[src/rtl/assert_macros.svh]
// assertion macros shared by the rtl modules
`ifndef ASSERT_MACROS_SVH
`define ASSERT_MACROS_SVH

// property checked on every rising clock edge, off while reset is low
`define ASSERT_CLK(name, prop, msg) \
  name: assert property (@(posedge clk_i) disable iff (!rst_ni) (prop)) \
    else $error(msg);

// condition that must never be seen on a clock edge
`define ASSERT_NEVER(name, cond, msg) \
  `ASSERT_CLK(name, !(cond), msg)

`endif

[src/rtl/scrl_pkg.sv]
// shared types and constants of the column to run-length encoder
package scrl_pkg;

  localparam int unsigned ROW_W   = 16;
  localparam int unsigned LEN_W   = 17;
  localparam int unsigned VAL_W   = 64;
  localparam int unsigned RUN_W   = 24;
  localparam int unsigned IN_DATA_W  = 80;
  localparam int unsigned OUT_DATA_W = 128;

  // largest row count and run counter modulus
  localparam longint unsigned ROWS_MAX = 65536;
  localparam longint unsigned RUNS_MAX = 16777216;

  localparam logic [LEN_W-1:0] ROW_LIMIT = LEN_W'(ROWS_MAX);
  localparam logic [RUN_W-1:0] RUN_WRAP  = RUN_W'(RUNS_MAX - 1);

  // depth of the queue between front and back
  localparam int unsigned QUEUE_DEPTH = 2;

  // one input item after classification
  typedef struct packed {
    logic             empty_col;   // whole column is one zero run
    logic             fresh;       // first run of this item opens a column
    logic             gap_valid;   // zero run before the nonzero
    logic [ROW_W-1:0] gap_start;
    logic [LEN_W-1:0] gap_len;
    logic [ROW_W-1:0] row;
    logic [VAL_W-1:0] value;
    logic             trail_valid; // zero run after the last nonzero
    logic [LEN_W-1:0] trail_len;   // also the column length of an empty column
  } run_desc_t;

endpackage

[src/rtl/scrl_front.sv]
// front end: takes input items, tracks the column position and classifies runs
module scrl_front import scrl_pkg::*; (
  input  logic             clk_i,
  input  logic             rst_ni,
  input  logic             in_valid_i,
  input  logic             action_i,
  input  logic [ROW_W-1:0] row_i,
  input  logic [VAL_W-1:0] value_i,
  input  logic             last_col_i,
  input  logic [LEN_W-1:0] nrow_i,
  input  logic             queue_full_i,
  output logic             in_ready_o,
  output logic             push_o,
  output run_desc_t        desc_o
);

  logic [ROW_W-1:0] prev_row_q, prev_row_d;
  logic             have_prev_q, have_prev_d;
  logic             fresh_q, fresh_d;

  logic [LEN_W-1:0] row_ext;
  logic [LEN_W-1:0] prev_plus1;
  logic [LEN_W-1:0] row_plus1;
  logic             accept;

  assign in_ready_o = !queue_full_i;
  assign accept     = in_valid_i && !queue_full_i;
  assign push_o     = accept;

  assign row_ext    = {1'b0, row_i};
  assign prev_plus1 = {1'b0, prev_row_q} + LEN_W'(1);
  assign row_plus1  = row_ext + LEN_W'(1);

  always_comb begin
    desc_o             = '0;
    desc_o.row         = row_i;
    desc_o.value       = value_i;
    prev_row_d         = prev_row_q;
    have_prev_d        = have_prev_q;
    fresh_d            = fresh_q;
    if (action_i) begin
      desc_o.empty_col = 1'b1;
      desc_o.fresh     = 1'b1;
      desc_o.trail_len = nrow_i;
      have_prev_d      = 1'b0;
      fresh_d          = 1'b1;
    end else begin
      desc_o.fresh = fresh_q;
      if (!have_prev_q) begin
        desc_o.gap_valid = (row_i != '0);
        desc_o.gap_start = '0;
        desc_o.gap_len   = row_ext;
      end else begin
        desc_o.gap_valid = (row_ext > prev_plus1);
        desc_o.gap_start = prev_plus1[ROW_W-1:0];
        desc_o.gap_len   = row_ext - prev_plus1;
      end
      desc_o.trail_valid = last_col_i && (row_plus1 < nrow_i);
      desc_o.trail_len   = nrow_i - row_plus1;
      if (last_col_i) begin
        have_prev_d = 1'b0;
        prev_row_d  = '0;
        fresh_d     = 1'b1;
      end else begin
        have_prev_d = 1'b1;
        prev_row_d  = row_i;
        fresh_d     = 1'b0;
      end
    end
  end

  always_ff @(posedge clk_i or negedge rst_ni) begin
    if (!rst_ni) begin
      prev_row_q  <= '0;
      have_prev_q <= 1'b0;
      fresh_q     <= 1'b1;
    end else if (accept) begin
      prev_row_q  <= prev_row_d;
      have_prev_q <= have_prev_d;
      fresh_q     <= fresh_d;
    end
  end

endmodule

[src/rtl/scrl_queue.sv]
// short queue of classified items between front and back
`include "assert_macros.svh"
module scrl_queue import scrl_pkg::*; (
  input  logic      clk_i,
  input  logic      rst_ni,
  input  logic      push_i,
  input  run_desc_t desc_i,
  input  logic      pop_i,
  output logic      full_o,
  output logic      nonempty_o,
  output run_desc_t desc_o
);

  localparam int unsigned PTR_W = (QUEUE_DEPTH > 1) ? $clog2(QUEUE_DEPTH) : 1;
  localparam int unsigned CNT_W = $clog2(QUEUE_DEPTH + 1);
  localparam logic [PTR_W-1:0] PTR_LAST = PTR_W'(QUEUE_DEPTH - 1);
  localparam logic [CNT_W-1:0] CNT_FULL = CNT_W'(QUEUE_DEPTH);

  run_desc_t        mem_q [QUEUE_DEPTH];
  logic [PTR_W-1:0] wr_ptr_q, rd_ptr_q;
  logic [CNT_W-1:0] count_q;

  assign full_o     = (count_q == CNT_FULL);
  assign nonempty_o = (count_q != '0);
  assign desc_o     = mem_q[rd_ptr_q];

  always_ff @(posedge clk_i) begin
    if (push_i) begin
      mem_q[wr_ptr_q] <= desc_i;
    end
  end

  always_ff @(posedge clk_i or negedge rst_ni) begin
    if (!rst_ni) begin
      wr_ptr_q <= '0;
      rd_ptr_q <= '0;
      count_q  <= '0;
    end else begin
      if (push_i) begin
        wr_ptr_q <= (wr_ptr_q == PTR_LAST) ? '0 : wr_ptr_q + PTR_W'(1);
      end
      if (pop_i) begin
        rd_ptr_q <= (rd_ptr_q == PTR_LAST) ? '0 : rd_ptr_q + PTR_W'(1);
      end
      if (push_i && !pop_i) begin
        count_q <= count_q + CNT_W'(1);
      end else if (pop_i && !push_i) begin
        count_q <= count_q - CNT_W'(1);
      end
    end
  end

  `ASSERT_NEVER(a_no_push_full, push_i && full_o, "queue written while full")
  `ASSERT_NEVER(a_no_pop_empty, pop_i && !nonempty_o, "queue read while empty")

endmodule

[src/rtl/scrl_back.sv]
// back end: walks each queued item through its runs and numbers them
`include "assert_macros.svh"
module scrl_back import scrl_pkg::*; (
  input  logic             clk_i,
  input  logic             rst_ni,
  input  logic             nonempty_i,
  input  run_desc_t        desc_i,
  output logic             pop_o,
  output logic             out_valid_o,
  input  logic             out_ready_i,
  output logic [VAL_W-1:0] run_value_o,
  output logic [LEN_W-1:0] run_length_o,
  output logic [ROW_W-1:0] run_start_o,
  output logic [RUN_W-1:0] run_number_o,
  output logic             column_first_o,
  output logic             last_o
);

  typedef enum logic [1:0] {PH_HEAD, PH_NZ, PH_TRAIL} phase_e;

  phase_e           phase_q, phase_d;
  logic [RUN_W-1:0] counter_q;
  logic             valid_q;
  logic [VAL_W-1:0] value_q, value_d;
  logic [LEN_W-1:0] length_q, length_d;
  logic [ROW_W-1:0] start_q, start_d;
  logic [RUN_W-1:0] number_q;
  logic             first_q, first_d;
  logic             last_q, last_d;
  logic             emit_ok;
  logic             advance;
  logic             fire;

  assign advance = !valid_q || out_ready_i;
  assign fire    = advance && nonempty_i && emit_ok;
  assign pop_o   = fire && last_d;

  always_comb begin
    emit_ok  = 1'b1;
    phase_d  = PH_HEAD;
    value_d  = '0;
    length_d = LEN_W'(1);
    start_d  = desc_i.row;
    first_d  = 1'b0;
    last_d   = 1'b0;
    case (phase_q)
      PH_HEAD: begin
        if (desc_i.empty_col) begin
          length_d = desc_i.trail_len;
          start_d  = '0;
          first_d  = 1'b1;
          last_d   = 1'b1;
        end else if (desc_i.gap_valid) begin
          length_d = desc_i.gap_len;
          start_d  = desc_i.gap_start;
          first_d  = desc_i.fresh;
          phase_d  = PH_NZ;
        end else begin
          value_d  = desc_i.value;
          first_d  = desc_i.fresh;
          last_d   = !desc_i.trail_valid;
          phase_d  = desc_i.trail_valid ? PH_TRAIL : PH_HEAD;
        end
      end
      PH_NZ: begin
        value_d = desc_i.value;
        last_d  = !desc_i.trail_valid;
        phase_d = desc_i.trail_valid ? PH_TRAIL : PH_HEAD;
      end
      PH_TRAIL: begin
        length_d = desc_i.trail_len;
        start_d  = desc_i.row + ROW_W'(1);
        last_d   = 1'b1;
      end
      default: begin
        emit_ok = 1'b0;
      end
    endcase
  end

  always_ff @(posedge clk_i or negedge rst_ni) begin
    if (!rst_ni) begin
      phase_q   <= PH_HEAD;
      counter_q <= '0;
      valid_q   <= 1'b0;
      value_q   <= '0;
      length_q  <= '0;
      start_q   <= '0;
      number_q  <= '0;
      first_q   <= 1'b0;
      last_q    <= 1'b0;
    end else begin
      if (!emit_ok) begin
        phase_q <= PH_HEAD;
      end
      if (advance) begin
        valid_q <= fire;
      end
      if (fire) begin
        phase_q   <= phase_d;
        value_q   <= value_d;
        length_q  <= length_d;
        start_q   <= start_d;
        number_q  <= counter_q;
        first_q   <= first_d;
        last_q    <= last_d;
        counter_q <= (counter_q == RUN_WRAP) ? '0 : counter_q + RUN_W'(1);
      end
    end
  end

  assign out_valid_o    = valid_q;
  assign run_value_o    = value_q;
  assign run_length_o   = length_q;
  assign run_start_o    = start_q;
  assign run_number_o   = number_q;
  assign column_first_o = first_q;
  assign last_o         = last_q;

  `ASSERT_CLK(a_len_nonzero, valid_q |-> (length_q != '0), "run of zero length")
  `ASSERT_CLK(a_mid_item_held, (phase_q != PH_HEAD) |-> nonempty_i,
              "item left the queue before its last run")

endmodule

[src/rtl/sparse_column_to_run_length_top.sv]
// top level of the compressed sparse column to run-length encoder
// Converts a compressed-sparse-column matrix, fed one nonzero (or one empty
// column marker) per transfer, into runs that cover every row of each column.
// Each nonzero gives a run of length one carrying its value; zero rows before
// it, between nonzeros and after the column's last nonzero give zero runs,
// and an empty column gives one zero run over all rows. Runs carry a running
// number, and the first run of a column is flagged in tuser so its number is
// the column's start offset. A front stage takes one item per cycle while the
// queue has room and classifies it into up to three runs, a two-entry queue
// decouples it from the back stage, and the back stage emits one run per
// cycle into an output register while the output is taken. An item yields
// one to three runs, three in the worst case of a gap, a nonzero and a
// trailing zero run. Input is still taken while results wait, until the
// queue fills. The user must write the row count through the cfg channel only
// while the block is idle; the block does not enforce this. 0 acts as 1 and
// values above 65536 act as 65536. Row indices must rise within a column.
module sparse_column_to_run_length_top import scrl_pkg::*; (
  input  logic                  clk_i,
  input  logic                  rst_ni,
  // row count register write
  input  logic                  cfg_valid_i,
  output logic                  cfg_ready_o,
  input  logic [LEN_W-1:0]      cfg_data_i,
  // input items
  input  logic                  s_axis_tvalid,
  output logic                  s_axis_tready,
  input  logic [IN_DATA_W-1:0]  s_axis_tdata,  // row_index[15:0], element_value[79:16]
  input  logic                  s_axis_tuser,  // action (1 = empty column)
  input  logic                  s_axis_tlast,  // last_in_column
  // result runs
  output logic                  m_axis_tvalid,
  input  logic                  m_axis_tready,
  output logic [OUT_DATA_W-1:0] m_axis_tdata,  // run_value[63:0], run_length[80:64],
                                               // run_start[96:81], run_number[120:97],
                                               // zero [127:121]
  output logic                  m_axis_tuser,  // column_first
  output logic                  m_axis_tlast   // last run of this input item
);

  logic [LEN_W-1:0] row_count_q;
  logic [LEN_W-1:0] nrow;

  logic      push;
  logic      queue_full;
  logic      queue_nonempty;
  logic      pop;
  run_desc_t push_desc;
  run_desc_t head_desc;

  logic [VAL_W-1:0] run_value;
  logic [LEN_W-1:0] run_length;
  logic [ROW_W-1:0] run_start;
  logic [RUN_W-1:0] run_number;

  // register writes are always taken
  assign cfg_ready_o = 1'b1;

  always_ff @(posedge clk_i or negedge rst_ni) begin
    if (!rst_ni) begin
      row_count_q <= LEN_W'(1);
    end else if (cfg_valid_i) begin
      row_count_q <= cfg_data_i;
    end
  end

  // clamp the row count into 1..ROWS_MAX
  always_comb begin
    if (row_count_q == '0) begin
      nrow = LEN_W'(1);
    end else if (row_count_q > ROW_LIMIT) begin
      nrow = ROW_LIMIT;
    end else begin
      nrow = row_count_q;
    end
  end

  scrl_front u_front (
    .clk_i        (clk_i),
    .rst_ni       (rst_ni),
    .in_valid_i   (s_axis_tvalid),
    .action_i     (s_axis_tuser),
    .row_i        (s_axis_tdata[ROW_W-1:0]),
    .value_i      (s_axis_tdata[ROW_W+VAL_W-1:ROW_W]),
    .last_col_i   (s_axis_tlast),
    .nrow_i       (nrow),
    .queue_full_i (queue_full),
    .in_ready_o   (s_axis_tready),
    .push_o       (push),
    .desc_o       (push_desc)
  );

  scrl_queue u_queue (
    .clk_i      (clk_i),
    .rst_ni     (rst_ni),
    .push_i     (push),
    .desc_i     (push_desc),
    .pop_i      (pop),
    .full_o     (queue_full),
    .nonempty_o (queue_nonempty),
    .desc_o     (head_desc)
  );

  scrl_back u_back (
    .clk_i          (clk_i),
    .rst_ni         (rst_ni),
    .nonempty_i     (queue_nonempty),
    .desc_i         (head_desc),
    .pop_o          (pop),
    .out_valid_o    (m_axis_tvalid),
    .out_ready_i    (m_axis_tready),
    .run_value_o    (run_value),
    .run_length_o   (run_length),
    .run_start_o    (run_start),
    .run_number_o   (run_number),
    .column_first_o (m_axis_tuser),
    .last_o         (m_axis_tlast)
  );

  // pack the run fields from the lowest bit up, zero fill to whole bytes
  assign m_axis_tdata = {
    (OUT_DATA_W - VAL_W - LEN_W - ROW_W - RUN_W)'(0),
    run_number, run_start, run_length, run_value
  };

endmodule

[config.mk]
export PLATFORM = sky130hd
export DESIGN_NAME = sparse_column_to_run_length_top
export DESIGN_NICKNAME = d
export VERILOG_FILES = /design/src/rtl/scrl_pkg.sv /design/src/rtl/scrl_front.sv /design/src/rtl/scrl_queue.sv /design/src/rtl/scrl_back.sv /design/src/rtl/sparse_column_to_run_length_top.sv
export VERILOG_INCLUDE_DIRS = /design/src /design/src/rtl
export SDC_FILE = /design/constraint.sdc
export NUM_CORES = 1
export LEC_CHECK = 0
export BUFFER_PORTS_ARGS = -buffer_cell sky130_fd_sc_hd__clkbuf_2
export CAP_MARGIN = 30
export CORE_MARGIN = 3
export CORE_UTILIZATION = 40
export DETAILED_ROUTE_END_ITERATION = 12
export HOLD_SLACK_MARGIN = 0.05
export SYNTH_ARGS = -nofsm -noshare
export SYNTH_HDL_FRONTEND = slang
export SYNTH_SLANG_ARGS = --single-unit
export TNS_END_PERCENT = 10
[constraint.sdc]
create_clock -name clk_i -period 17.55 [get_ports clk_i]
set_input_delay 3.51 -clock clk_i [delete_from_list [all_inputs] [get_ports clk_i]]
set_output_delay 3.51 -clock clk_i [all_outputs]
set_load 0.02 [all_outputs]
==> summary.md <==
| Metric | Value |
|---|---|
| Setup crit start kind | `input pin` |
| EDFF count, synth | `268` |
| Data arrival time of the worst path | `6.42 ns` |
| Dpl hpwl | `34.53 mm` |
| Final ANT Viol Nets | `0` |
| Layout fillers | `4,544` |
| Final Hold Viols | `0` |
| Worst reg2reg path depth | `8` |
| RSZ-0062 raised after global routing | `no` |
| Flops & latches, synth | `457` |
| CP max stage cell | `a311oi_1` |
| Crit end category | `flip-flop` |
| RePlAce Congestion | `0.9318` |
| Setup TNS | `0 ns` |
| DR WL/cell | `19.77 microns` |
| Area Overhead vs Synth | `17.32%` |
| Largest area contributor in the netlist | `edfxtp_1` |
| Register area | `12,780 sq um` |
| Worst VDD drop | `90.33 uV` |
| Num CTS Buffers | `50` |
| Asr flop ratio synth | `0.4136` |
| Clock tree sinks | `457` |
| Vias in the first global route | `13.51k` |
| Post-synthesis sequential area ratio | `0.6244` |
| Share of the synthesized area in the top cell type | `0.3932` |
| DRC Markers | `0` |
| DR pass1 iterations | `5` |
| Layout cells sized above 1 | `0.1925` |
| Post-layout util | `0.4767` |
| CP Class | `in -> reg` |
| Die area | `53,920 sq um` |
| Ys flop type | `edfxtp_1` |
| Initial antenna violation count | `0` |
| Hold endpoint | `u_back.run_value_o[60]` |
| R2R Path End | `u_back.run_start_o[13]` |
| Multi-input logic area | `7266 sq um` |
| GRT Residual Overflow | `0` |
| Drt total wl | `51.20 mm` |
| Max_slew headroom | `0.3994` |
| Critical Path Max Stage Delay | `0.49 ns` |
| I/O pin total | `237` |
| Slew Viols, Final | `0` |
| Post-synth cell types | `85` |
| Pin count of the biggest net entering global routing | `84` |
| Vias per cell | `5.314` |
| Cell Rows | `82` |
| Worst slew pin tran | `0.9010 ns` |
| Hold-fix buffers, CTS | `0` |
| Worst-Skew Late Latency | `0.58 ns` |
| Post-CTS Resized | `0` |
| Status | `finished, final reports clean` |
| Fmax | `163.7 MHz` |
| Drt initial violations | `1,150` |
| GR Util All Layers | `0.1887` |
| P_leak | `0.009963 uW` |
| Synthesized area | `20,470 sq um` |
| Min Tclk post-route | `6.110 ns` |
| R2r setup slk | `13.49 ns` |
| Cells after Synth | `1,651` |
| Core Box Area | `50,380 sq um` |
| Hold crit path type | `reg -> reg` |
| # port buffers | `228` |
| Largest cells by area after synthesis | `edfxtp_1, dfrtp_1, mux2i_1` |
| Worst hold path stage count | `2` |
| Mapped Avg Cell Area | `12.40 sq um` |
| CTS H-tree depth | `2` |
| First-pass GRT wire length | `79.26 mm` |
| CTS max path bufs | `3` |
| Vias | `13.76k` |
| P per Cell Area | `171.6 nW/um^2` |
| Worst R2R Start | `u_queue.rd_ptr_q` |
| Clock slew at reported path FFs | `0.06 ns` |
| Nets | `2,020` |
| Max FO, Critical Path | `9` |
| Die X | `232.2 microns` |
| Setup Buffers After CTS | `0` |
| Chip height | `232.2 microns` |
| CP dominant cell by count | `a21oi_1` |
| Buffers and inverters on the worst path | `1` |
| Starting Density | `0.4063` |
| Hold Crit Start | `u_back.run_value_o[60]` |
| Total of max-cap violations | `0` |
| Final setup violation count | `0` |
| Number of diodes | `0` |
| Clock skew | `0.01538 ns` |
| Final period util | `0.3481` |
| CTS root buf | `clkbuf_16` |
| Crit path cell chain | `clkbuf_2, and3_1, and2_1, nand4_1, nor2_1, xnor2_1, ha_1, a21oi_1, o21bai_1, a21o_1, a211oi_1, a21oi_1, a311oi_1` |
| Crit path from | `s_axis_tdata[3]` |
| Crit path required time | `17.86 ns` |
| Delay-heaviest family, CP | `compound AO/OA/AOI/OAI gates` |
| Syn. warnings | `0` |
| CTS tree | `done` |
## routing by layer
metal | wire length, microns | part of all wire | up-vias | track usage
li1 | - | - | 6517 | -
met1 | 22940 | 0.45 | 6788 | 0.2668
met2 | 24080 | 0.47 | 380 | 0.3024
met3 | 3175 | 0.062 | 72 | 0.03447
met4 | 998 | 0.019 | 0 | 0.04551
met5 | 0 | 0 | - | 0
## worst reg2reg max path, stage by stage (launching register included)
cell       delay, ns
dfrtp_4         0.47
buf_4           0.67
buf_4           0.79
mux2_2          0.46
o221ai_2        0.27
a2111oi_4       0.49
mux2_1          0.36
a222oi_1        0.34
o21ai_1         0.09
## power breakdown
part	total [uW]	internal (uW)	switching, uW
clock network	1070	645	423
registers	1630	1490	145
logic	1420	477	944
## through the flow
| stage | setup slack (ns) | area (sq um) | hold slack, ns | std cells | total power, uW |
|---|---|---|---|---|---|
| 6_report | 11.44 | 24010 | 0.4759 | 2589 | 4120 |
| 5_1_grt | 11.14 | 24010 | 0.5019 | 2589 | 4371 |
| 4_1_cts | 11.53 | 23930 | 0.4824 | 2586 | 4162 |
| 3_5_place_dp | 10.90 | 22250 | 0.4657 | 2492 | 3079 |
| 3_3_place_gp | 10.97 | 22240 | 0.4615 | 2490 | 3045 |
| 2_1_floorplan | 7.733 | 20490 | 0.4554 | 1657 | 2618 |
## cell usage in the layout (no fill, tap or decap), drive strengths merged, types with 13 or more instances in the layout
cell    netlist  routed
a21o         17      17
a21oi        44      44
a31oi        13      13
and2         23      23
and3         20      20
buf          36      19
clkbuf       45     304
dfrtp       187     187
edfxtp      268     268
ha           39      39
inv          25      28
mux2         26      26
mux2i       128     128
nand2       238     238
nand3        32      32
nand3b       19      19
nand4        17      17
nor2         83      83
nor2b        13      13
nor3         14      14
o21a         25      25
o21ai       122     122
o221ai       16      16
o22ai        14      14
xnor2        36      36
xor2         31      31
## Yosys cell counts, types with 19 or more instances
cell type / n
nand3_1: 32
edfxtp_1: 268
nor2_1: 83
clkbuf_1: 45
dfrtp_1: 187
mux2i_1: 128
nand3b_1: 19
xnor2_1: 36
and2_1: 23
o21a_1: 25
and3_1: 20
a21oi_1: 43
nand2_1: 238
xor2_1: 31
ha_1: 39
mux2_2: 24
o21ai_0: 112
inv_1: 25
## kinds of logic (layout without fill, tap and decap cells)
group	Yosys count	count (layout)	share of synthesized area
other cells	2	8	0.0003669
compound gates	317	317	0.1033
mux	154	154	0.07709
simple gates	507	507	0.1171
fa+ha+maj	41	41	0.02580
xor+xnor	67	67	0.02867
buf+inv	106	366	0.02329
flops	457	457	0.6244
## registers in the layout, indices dropped and copies added, names as in the netlist
register,cells
u_front.have_prev_q,1
u_back.phase_q,2
u_front.prev_row_q,16
u_back.run_value_o,64
u_front.fresh_q,1
u_back.run_start_o,16
u_queue.mem_q,268
u_back.run_length_o,17
u_back.last_o,1
u_back.counter_q,24
row_count_q,17
u_back.run_number_o,24
u_back.out_valid_o,1
u_queue.rd_ptr_q,1
u_back.column_first_o,1
u_queue.wr_ptr_q,1
u_queue.count_q,2
## final cells by class
class                   count  area share
inverters                  25    0.003908
clock buffers              76     0.05872
flip-flops and latches    457      0.5324
well taps                 672     0.03501
repair buffers            247     0.05633
clock inverters            18     0.01110
multi-input cells        1094      0.3026
## how the worst max path moves through the flow
| stage | slack, ns | cells past startpoint | end |
|---|---|---|---|
| after floorplan | 7.73 | 2 | u_queue.mem_q[0][0] |
| after global placement | 10.97 | 13 | u_queue.mem_q[0][16] |
| after detailed placement | 10.90 | 13 | u_queue.mem_q[0][16] |
| after CTS | 11.53 | 13 | u_queue.mem_q[0][16] |
| after global routing | 11.14 | 13 | u_queue.mem_q[0][16] |
| final | 11.44 | 13 | u_queue.mem_q[1][16] |
No activity file was read; power rests on OpenSTA's default activity.
